--- src/rtl/core/twadc_pkg.sv ---
package twadc_pkg;

   typedef enum logic [1:0] {
      PH_IDLE = 2'd0,
      PH_WAIT = 2'd1,
      PH_HIGH = 2'd2,
      PH_LOW  = 2'd3
   } phase_type;

   typedef enum logic [1:0] {
      ACT_TICK        = 2'd0,
      ACT_READ_SAMPLE = 2'd1,
      ACT_WRITE_CFG   = 2'd2,
      ACT_READ_CFG    = 2'd3
   } action_type;

   // Register indexes on the configuration port.
   localparam logic [1:0] CSR_HALF_PERIOD   = 2'd0;
   localparam logic [1:0] CSR_READY_TIMEOUT = 2'd1;

   localparam logic [9:0]  HALF_PERIOD_RESET   = 10'd1;
   localparam logic [23:0] READY_TIMEOUT_RESET = 24'd750000;

   // Data line setting: bit 1 drive enable, bit 0 level.
   localparam logic [1:0] LINE_RELEASED   = 2'b01;
   localparam logic [1:0] LINE_DRIVE_HIGH = 2'b11;

   localparam logic [7:0] CMD_WRITE = 8'h65;
   localparam logic [7:0] CMD_READ  = 8'h56;

   localparam logic [5:0] SAMPLE_CLOCKS    = 6'd27;
   localparam logic [5:0] CFG_CLOCKS       = 6'd46;
   localparam logic [5:0] SAMPLE_KEEP      = 6'd24;
   localparam logic [5:0] CFG_PREAMBLE     = 6'd29;
   localparam logic [5:0] CMD_LAST_CLOCK   = 6'd35;
   localparam logic [5:0] TURNAROUND_CLOCK = 6'd36;
   localparam logic [5:0] RDBK_FIRST_CLOCK = 6'd37;
   localparam logic [5:0] DATA_LAST_CLOCK  = 6'd44;

   // Line setting for clock number clk_num of a sequence.
   function automatic logic [1:0] line_for_clock(action_type op, logic [5:0] clk_num,
                                                logic [7:0] data_byte);
      logic [7:0] cmd;
      logic [5:0] cmd_pos;
      logic [5:0] data_pos;
      cmd      = (op == ACT_WRITE_CFG) ? CMD_WRITE : CMD_READ;
      cmd_pos  = CMD_LAST_CLOCK - clk_num;
      data_pos = DATA_LAST_CLOCK - clk_num;
      if (op == ACT_READ_SAMPLE || clk_num < CFG_PREAMBLE) begin
         return LINE_RELEASED;
      end
      if (clk_num <= CMD_LAST_CLOCK) begin
         return {1'b1, cmd[cmd_pos[2:0]]};
      end
      if (clk_num == TURNAROUND_CLOCK) begin
         return {1'b1, (op == ACT_WRITE_CFG) ? cmd[0] : 1'b1};
      end
      if (op != ACT_WRITE_CFG) begin
         return LINE_RELEASED;
      end
      if (clk_num <= DATA_LAST_CLOCK) begin
         return {1'b1, data_byte[data_pos[2:0]]};
      end
      return {1'b1, data_byte[0]};
   endfunction

endpackage

--- src/rtl/core/two_wire_adc_interface_unit.sv ---
// Channel | Direction | Beat contents
// req_    | in        | action, config_byte, data_line_level (one tick)
// rsp_    | out       | line levels, busy, done, status, sample, readback
// csr_    | in        | register index and write data
//
// Each req beat is one tick of the converter timing and produces exactly one
// rsp beat. The sequencer advances in the cycle a beat is accepted and the
// result is held in an output register, so a beat can be taken every cycle
// as long as the rsp side takes beats.
// req_ready is high whenever the output register is empty or is being taken.
// Reset is synchronous and returns the sequencer to idle with the clock line
// low and the data line released; register writes are always accepted.
module two_wire_adc_interface_unit #(
   parameter int ADC_BITS = 24
) (
   input  logic                           clock,
   input  logic                           reset,
   input  logic                           req_valid,
   output logic                           req_ready,
   input  twadc_pkg::action_type          req_action,
   input  logic [7:0]                     req_config_byte,
   input  logic                           req_data_line_level,
   output logic                           rsp_valid,
   input  logic                           rsp_ready,
   output logic                           rsp_clock_level,
   output logic                           rsp_data_drive_level,
   output logic                           rsp_data_drive_enable,
   output logic                           rsp_busy_res,
   output logic                           rsp_done_res,
   output logic                           rsp_status,
   output logic signed [23:0]             rsp_sample_value,
   output logic [7:0]                     rsp_config_readback,
   input  logic                           csr_valid,
   output logic                           csr_ready,
   input  logic [1:0]                     csr_index,
   input  logic [23:0]                    csr_data
);
   import twadc_pkg::*;

   localparam int SHIFT_AMT = 24 - ADC_BITS;

   // Configuration registers.
   logic [9:0]  half_period_ff;
   logic [23:0] ready_timeout_ff;

   // Sequencer state.
   phase_type   phase_ff, phase_in;
   action_type  operation_ff, operation_in;
   logic [5:0]  bit_counter_ff, bit_counter_in;
   logic [9:0]  level_tick_ff, level_tick_in;
   logic [23:0] ready_wait_ff, ready_wait_in;
   logic [23:0] shift_ff, shift_in;
   logic        clock_out_ff, clock_out_in;
   logic [1:0]  data_out_ff, data_out_in;

   // Result register.
   logic        rsp_valid_ff;
   logic        done_in, status_in;
   logic [23:0] sample_in;
   logic [7:0]  readback_in;
   logic        rsp_clock_ff, rsp_dlevel_ff, rsp_denable_ff, rsp_busy_ff;
   logic        rsp_done_ff, rsp_status_ff;
   logic [23:0] rsp_sample_ff;
   logic [7:0]  rsp_readback_ff;

   logic        req_fire;
   logic [9:0]  half_period;
   logic [23:0] ready_timeout;
   logic        level_done;
   logic [23:0] ready_wait_inc;
   logic        wait_expired;
   logic [5:0]  bit_inc;
   logic [5:0]  total_clocks;
   logic        seq_end;
   logic [23:0] shift_with_line;
   logic [23:0] reduced_sample;

   assign csr_ready = 1'b1;
   assign req_ready = !rsp_valid_ff || rsp_ready;
   assign req_fire  = req_valid && req_ready;

   // A zero half period or timeout behaves as one tick.
   assign half_period    = (half_period_ff == '0) ? 10'd1 : half_period_ff;
   assign ready_timeout  = (ready_timeout_ff == '0) ? 24'd1 : ready_timeout_ff;
   assign level_done     = level_tick_ff >= half_period;
   assign ready_wait_inc = ready_wait_ff + 24'd1;
   assign wait_expired   = ready_wait_inc >= ready_timeout;
   assign bit_inc        = bit_counter_ff + 6'd1;
   assign total_clocks   = (operation_ff == ACT_READ_SAMPLE) ? SAMPLE_CLOCKS : CFG_CLOCKS;
   assign seq_end        = bit_inc >= total_clocks;
   assign shift_with_line = {shift_ff[22:0], req_data_line_level};
   assign reduced_sample  = 24'($signed(shift_ff) >>> SHIFT_AMT);

   always_ff @(posedge clock) begin
      if (reset) begin
         half_period_ff   <= HALF_PERIOD_RESET;
         ready_timeout_ff <= READY_TIMEOUT_RESET;
      end else if (csr_valid && csr_ready) begin
         if (csr_index == CSR_HALF_PERIOD) begin
            half_period_ff <= csr_data[9:0];
         end else if (csr_index == CSR_READY_TIMEOUT) begin
            ready_timeout_ff <= csr_data;
         end
      end
   end

   // Next phase.
   always_comb begin
      phase_in = phase_ff;
      unique case (phase_ff)
         PH_IDLE: begin
            if (req_action != ACT_TICK) begin
               phase_in = PH_WAIT;
            end
         end
         PH_WAIT: begin
            if (!req_data_line_level) begin
               phase_in = PH_HIGH;
            end else if (wait_expired) begin
               phase_in = PH_IDLE;
            end
         end
         PH_HIGH: begin
            if (level_done) begin
               phase_in = PH_LOW;
            end
         end
         PH_LOW: begin
            if (level_done) begin
               phase_in = seq_end ? PH_IDLE : PH_HIGH;
            end
         end
         default: phase_in = PH_IDLE;
      endcase
   end

   // Datapath and result fields.
   always_comb begin
      operation_in   = operation_ff;
      bit_counter_in = bit_counter_ff;
      level_tick_in  = level_tick_ff;
      ready_wait_in  = ready_wait_ff;
      shift_in       = shift_ff;
      clock_out_in   = clock_out_ff;
      data_out_in    = data_out_ff;
      done_in        = 1'b0;
      status_in      = 1'b0;
      sample_in      = '0;
      readback_in    = '0;
      unique case (phase_ff)
         PH_IDLE: begin
            if (req_action != ACT_TICK) begin
               operation_in  = req_action;
               shift_in      = (req_action == ACT_WRITE_CFG) ? {16'd0, req_config_byte} : '0;
               clock_out_in  = 1'b0;
               data_out_in   = LINE_RELEASED;
               ready_wait_in = '0;
            end
         end
         PH_WAIT: begin
            if (!req_data_line_level) begin
               bit_counter_in = '0;
               level_tick_in  = 10'd1;
               clock_out_in   = 1'b1;
               data_out_in    = line_for_clock(operation_ff, 6'd0, shift_ff[7:0]);
            end else begin
               ready_wait_in = ready_wait_inc;
               if (wait_expired) begin
                  // Timeout leaves the clock high.
                  clock_out_in = 1'b1;
                  data_out_in  = LINE_RELEASED;
                  done_in      = 1'b1;
                  status_in    = 1'b1;
               end
            end
         end
         PH_HIGH: begin
            if (!level_done) begin
               level_tick_in = level_tick_ff + 10'd1;
            end else begin
               // Sample bits are taken as the clock falls.
               if (operation_ff == ACT_READ_SAMPLE && bit_counter_ff < SAMPLE_KEEP) begin
                  shift_in = shift_with_line;
               end
               clock_out_in  = 1'b0;
               level_tick_in = 10'd1;
            end
         end
         PH_LOW: begin
            if (!level_done) begin
               level_tick_in = level_tick_ff + 10'd1;
            end else begin
               // Read-back bits are taken at the end of the low level.
               if (operation_ff == ACT_READ_CFG && bit_counter_ff >= RDBK_FIRST_CLOCK &&
                   bit_counter_ff <= DATA_LAST_CLOCK) begin
                  shift_in = shift_with_line;
               end
               bit_counter_in = bit_inc;
               if (seq_end) begin
                  done_in      = 1'b1;
                  clock_out_in = 1'b0;
                  if (operation_ff == ACT_READ_SAMPLE) begin
                     sample_in   = reduced_sample;
                     data_out_in = LINE_DRIVE_HIGH;
                  end else begin
                     if (operation_ff == ACT_READ_CFG) begin
                        readback_in = shift_in[7:0];
                     end
                     data_out_in = LINE_RELEASED;
                  end
               end else begin
                  clock_out_in  = 1'b1;
                  level_tick_in = 10'd1;
                  data_out_in   = line_for_clock(operation_ff, bit_inc, shift_ff[7:0]);
               end
            end
         end
         default: begin
            done_in = 1'b0;
         end
      endcase
   end

   always_ff @(posedge clock) begin
      if (reset) begin
         phase_ff       <= PH_IDLE;
         operation_ff   <= ACT_TICK;
         bit_counter_ff <= '0;
         level_tick_ff  <= '0;
         ready_wait_ff  <= '0;
         shift_ff       <= '0;
         clock_out_ff   <= 1'b0;
         data_out_ff    <= LINE_RELEASED;
      end else if (req_fire) begin
         phase_ff       <= phase_in;
         operation_ff   <= operation_in;
         bit_counter_ff <= bit_counter_in;
         level_tick_ff  <= level_tick_in;
         ready_wait_ff  <= ready_wait_in;
         shift_ff       <= shift_in;
         clock_out_ff   <= clock_out_in;
         data_out_ff    <= data_out_in;
      end
   end

   always_ff @(posedge clock) begin
      if (reset) begin
         rsp_valid_ff <= 1'b0;
      end else if (req_fire) begin
         rsp_valid_ff <= 1'b1;
      end else if (rsp_ready) begin
         rsp_valid_ff <= 1'b0;
      end
   end

   always_ff @(posedge clock) begin
      if (req_fire) begin
         rsp_clock_ff    <= clock_out_in;
         rsp_dlevel_ff   <= data_out_in[0];
         rsp_denable_ff  <= data_out_in[1];
         rsp_busy_ff     <= (phase_in != PH_IDLE);
         rsp_done_ff     <= done_in;
         rsp_status_ff   <= status_in;
         rsp_sample_ff   <= sample_in;
         rsp_readback_ff <= readback_in;
      end
   end

   assign rsp_valid             = rsp_valid_ff;
   assign rsp_clock_level       = rsp_clock_ff;
   assign rsp_data_drive_level  = rsp_dlevel_ff;
   assign rsp_data_drive_enable = rsp_denable_ff;
   assign rsp_busy_res          = rsp_busy_ff;
   assign rsp_done_res          = rsp_done_ff;
   assign rsp_status            = rsp_status_ff;
   assign rsp_sample_value      = rsp_sample_ff;
   assign rsp_config_readback   = rsp_readback_ff;

   // A completed sequence is never reported as still busy.
   assert property (@(posedge clock) disable iff (reset)
      (rsp_valid_ff && rsp_done_ff) |-> !rsp_busy_ff)
      else $error("done reported while busy");

   // A timeout is only flagged with done and leaves the clock line high.
   assert property (@(posedge clock) disable iff (reset)
      (rsp_valid_ff && rsp_status_ff) |-> (rsp_done_ff && rsp_clock_ff))
      else $error("timeout status without done or with clock low");

   // Sample and readback fields only carry data on a done beat.
   assert property (@(posedge clock) disable iff (reset)
      (rsp_valid_ff && (rsp_sample_ff != '0 || rsp_readback_ff != '0)) |-> rsp_done_ff)
      else $error("result data outside a done beat");

   // The level counter is never zero while a clock level is being held.
   assert property (@(posedge clock) disable iff (reset)
      (phase_ff == PH_HIGH || phase_ff == PH_LOW) |-> (level_tick_ff != '0))
      else $error("level counter cleared inside a bit");

endmodule

--- config.mk ---
export PLATFORM = sky130hd
export DESIGN_NAME = two_wire_adc_interface_unit
export DESIGN_NICKNAME = d
export VERILOG_FILES = /design/src/rtl/core/twadc_pkg.sv /design/src/rtl/core/two_wire_adc_interface_unit.sv
export SDC_FILE = /design/constraint.sdc
export NUM_CORES = 1
export LEC_CHECK = 0
export BUFFER_PORTS_ARGS = -buffer_cell sky130_fd_sc_hd__buf_4
export CAP_MARGIN = 20
export CORE_ASPECT_RATIO = 0.9
export CORE_MARGIN = 5
export CORE_UTILIZATION = 59
export CTS_CLUSTER_DIAMETER = 120
export DETAILED_ROUTE_END_ITERATION = 10
export GPL_ROUTABILITY_DRIVEN = 0
export PLACE_DENSITY = 0.8
export SETUP_SLACK_MARGIN = 0.05
export SLEW_MARGIN = 20
export SYNTH_ARGS = -nofsm -noshare
export SYNTH_HDL_FRONTEND = slang
export SYNTH_SLANG_ARGS = --single-unit
--- constraint.sdc ---
create_clock -name clock -period 3.4 [get_ports clock]
set_input_delay 0 -clock clock [delete_from_list [all_inputs] [get_ports clock]]
set_output_delay 0 -clock clock [all_outputs]
set_load 0.05 [all_outputs]
==> flow_summary.json <==
{
  "status": "complete, no violations",
  "grt_max_degree": 75,
  "grt_pass1_wl_um": 32800,
  "fp.dieH_um": 120,
  "groute.usage.overall_pct": 25.2,
  "root_buffer": "clkbuf_16",
  "slew_violations": 0,
  "post-place-ws_ns": 0.0982,
  "multi_input_area_sq_um": 4400,
  "p_leak_nw": 4.07,
  "via_per_inst": 5.97,
  "wl_met2_um": 9750,
  "drive_gt1_share_pct": 19.7,
  "path_depth": 13,
  "die-width_um": 132,
  "wl_met3_um": 1810,
  "cts.sinks": 144,
  "synth_compound_area_share_pct": 16.6,
  "finalWorstSetupSlack_ns": 0.135,
  "drtIter0Drc": 686,
  "io_buffer_count": 81,
  "antenna_cells": 0,
  "path_class": "flip-flop to flip-flop",
  "maxCapViolations": 0,
  "reg2regPathDepth": 13,
  "finalInstanceArea_sq_um": 9880,
  "r2r_slack_ns": 0.14,
  "crit_family": "compound AO/OA/AOI/OAI gates",
  "r2r-start": "ready_wait_ff[2]$_SDFFE_PP0P_",
  "cp-start-kind": "flip-flop",
  "worstPathMaxFanout": 7,
  "syn-mean-instance-area_sq_um": 8.64,
  "ir_drop_uv": 387,
  "wl_met1_um": 9160,
  "core-area_sq_um": 13300,
  "nNetsFinal": 1115,
  "crit_end": "rsp_data_drive_level$_DFFE_PP_",
  "ant_nets": 0,
  "wl_um": 21000,
  "synthCells": 918,
  "grt-ovfl-total": 0,
  "synth_top_family_by_area": "simple AND/OR/NAND/NOR gates",
  "cts_made_buffers": 17,
  "path_cells": "nand4_1 -> nor2_4 -> and4_4 -> and3_1 -> xor2_2 -> ha_1 -> nand4_1 -> o21bai_1 -> a211o_1 -> a21o_1 -> a211o_1 -> o22ai_2 -> nor2_1",
  "wl_per_cell_um": 17.4,
  "firstDrtPassIters": 5,
  "crit_path_end_kind": "flip-flop",
  "relSlewSlack_pct": 26.8,
  "first_global_vias": 6563,
  "final-setup-viol-count": 0,
  "crit_slowest_cell": "dfxtp_2",
  "fin_crit_sh_pct": 96.0,
  "syn_nets": 1004,
  "clockBufferDepth": 2,
  "pin_count": 83,
  "dp_hpwl_um": 13600,
  "die_area_sq_um": 15900,
  "synth_xor_area_share_pct": 3.52,
  "reg2reg_to": "rsp_data_drive_level$_DFFE_PP_",
  "cts-htree-levels": 4,
  "postPlaceCellArea_sq_um": 8720,
  "synth_cell_type_count": 73,
  "highest_layer": "met4",
  "antenna_found_initial": 0,
  "crit_arrival_ns": 3.44,
  "power_density_nw_per_um2": 439,
  "crit_path_start": "ready_wait_ff[2]$_SDFFE_PP0P_",
  "fin_skew_ns": 0.00725,
  "synthMuxAreaShare_pct": 3.49,
  "yosysWarnings": 0,
  "hold_viol_final": 0,
  "clock.fmax_ghz": 0.306,
  "slowest_delay_ns": 0.39,
  "ys_async_sr_fraction_pct": 0,
  "hold_path_class": "input pin to flip-flop",
  "synthFlopType": "dfxtp_1",
  "vias": 7218,
  "yosysSeqAreaShare_pct": 41.1,
  "finalPower_w": 0.00434,
  "regArea_sq_um": 3280,
  "crit_buf_inv": 0,
  "clkTransAtPathRegs_ns": 0.06,
  "drc": 0,
  "yosys.area_share.simple_pct": 22.9,
  "ys_seq_elements": 144,
  "cts_tree": "yes",
  "worst_ep_required_time_ns": 3.58,
  "start_util_pct": 59.8,
  "min-delay-start": "req_config_byte[0]",
  "syn-cell-area_sq_um": 7930,
  "syn2layout_area_growth_pct": 24.6,
  "synth_adder_area_share_pct": 6.94,
  "nFillCells": 918,
  "post-route-min-period_ns": 3.26,
  "rows": 40,
  "worst_pin_slew_ns": 1.10,
  "synth-edff-count": 38,
  "clock_latency_ns": 0.42
}
==> logic make-up after synthesis <==
logic type               after synthesis
AO/OA/AOI/OAI                        205
XOR/XNOR                              31
adder cells (fa/ha/maj)               44
buffers and inverters                101
flip-flops                           144
multiplexers                          24
other                                  1
AND/OR/NAND/NOR                      368
==> power by group <==
part | internal (W) | leakage [nW] | switching [W]
Clock | 0.00124 | 0.304 | 0.000750
Sequential | 0.00181 | 1.24 | 0.0000451
Combinational | 0.000185 | 2.52 | 0.000317
==> repair_timing <==
item	CTS	global route
pin swaps	0	12
buffers inserted	0	1
gates resized for setup	2	46
hold buffers	35	0
setup endpoints to repair	3	10
hold endpoints to repair	44	0
==> cells in the mapped netlist (all sizes together), types with 4 or more instances <==
cell | count | share of area (%)
nor4 | 15 | 1.4
nor2 | 97 | 4.6
and3 | 34 | 2.7
a31oi | 7 | 0.55
nand4 | 12 | 1.1
mux2i | 13 | 1.6
clkbuf | 33 | 1.6
a211oi | 14 | 1.6
or3 | 5 | 0.39
o21ai | 47 | 3.0
a21oi | 77 | 5.0
xor2 | 13 | 1.5
nand2 | 96 | 4.6
buf | 19 | 1.5
a311oi | 6 | 0.74
nand2b | 23 | 1.8
ha | 44 | 6.9
a21o | 5 | 0.47
nor3 | 15 | 0.95
nor2b | 9 | 0.71
mux2 | 9 | 1.3
nor3b | 4 | 0.44
inv | 47 | 2.2
nand3 | 44 | 2.8
a211o | 16 | 1.8
xnor2 | 18 | 2.0
a22oi | 9 | 0.85
edfxtp | 38 | 14
dfxtp | 106 | 27
==> sequential cells by signal (all words and copies together) (netlist names), 2 cells and up <==
register,flops
ready_timeout_ff,24
data_out_ff,2
ready_wait_ff,24
bit_counter_ff,6
rsp_sample_value,24
reduced_sample,24
rsp_config_readback,8
level_tick_ff,10
half_period_ff,10
phase_ff,2
operation_ff,2
==> placed cells by master, fill, tap and decap left out, types with 4 or more instances in the layout <==
cell	n
dlygate4sd3_1	35
nor4_1	12
ha_1	42
nand3_1	41
mux2_2	9
nor2_1	93
o21ai_0	43
o21ai_1	4
clkbuf_16	17
or3_1	5
nor2b_1	9
nand4_1	11
a211oi_1	12
xor2_1	10
buf_4	109
a21o_1	5
dfxtp_1	96
mux2i_1	13
a31oi_1	7
and3_1	33
a211o_1	16
bufinv_16	4
nand2b_1	23
inv_1	47
nor3_1	14
a21oi_1	72
clkinv_4	6
a22oi_1	9
nand2_1	91
edfxtp_1	38
nand2_2	5
dfxtp_2	7
a21oi_2	5
xnor2_1	15
a311oi_1	5
==> metal layers <==
metal,track usage [%],up-vias
li1,-,3501
met1,35.4,3365
met2,39.6,327
met3,5.24,25
met4,7.57,0
met5,0,-
==> metrics by stage <==
stage,setup TNS [ns],hold slack [ns],utilization (%),std cells
floorplan,0,0.118,-,918
global placement,0,0.202,65.7,1142
global route,-0.00694,0.0310,74.5,1210
finish,0,0.0104,74.5,1210
detailed placement,0,0.206,65.7,1142
CTS,0,0.00356,73.2,1209
==> worst min-delay path by stage <==
| stage | end | slack [ns] | cells past startpoint |
|---|---|---|---|
| after detailed placement | ready_timeout_ff[19]$_SDFFE_PP1P_ | 0.21 | 2 |
| after global placement | ready_timeout_ff[19]$_SDFFE_PP1P_ | 0.20 | 2 |
| after floorplan | ready_timeout_ff[12]$_SDFFE_PP1P_ | 0.12 | 1 |
| after CTS | reduced_sample[1]$_SDFFE_PP0P_ | 0.004 | 3 |
| final | reduced_sample[0]$_SDFFE_PP0P_ | 0.01 | 3 |
| after global routing | reduced_sample[0]$_SDFFE_PP0P_ | 0.03 | 3 |
==> layout make-up <==
class	instances	share of cell area, %
multi-input cells	673	44.5
flip-flops and latches	144	33.2
repair buffers	144	11.8
clock buffers	17	4.30
clock inverters	15	2.13
well taps	168	2.13
inverters	49	1.87
==> tightest hold or removal path, delay by kind of cell <==
kind / cells / cell delay, ns
AOI/OAI and AO/OA: 2 / 0.26
buffers and inverters: 1 / 0.11
(Power assumes the default switching activity.)
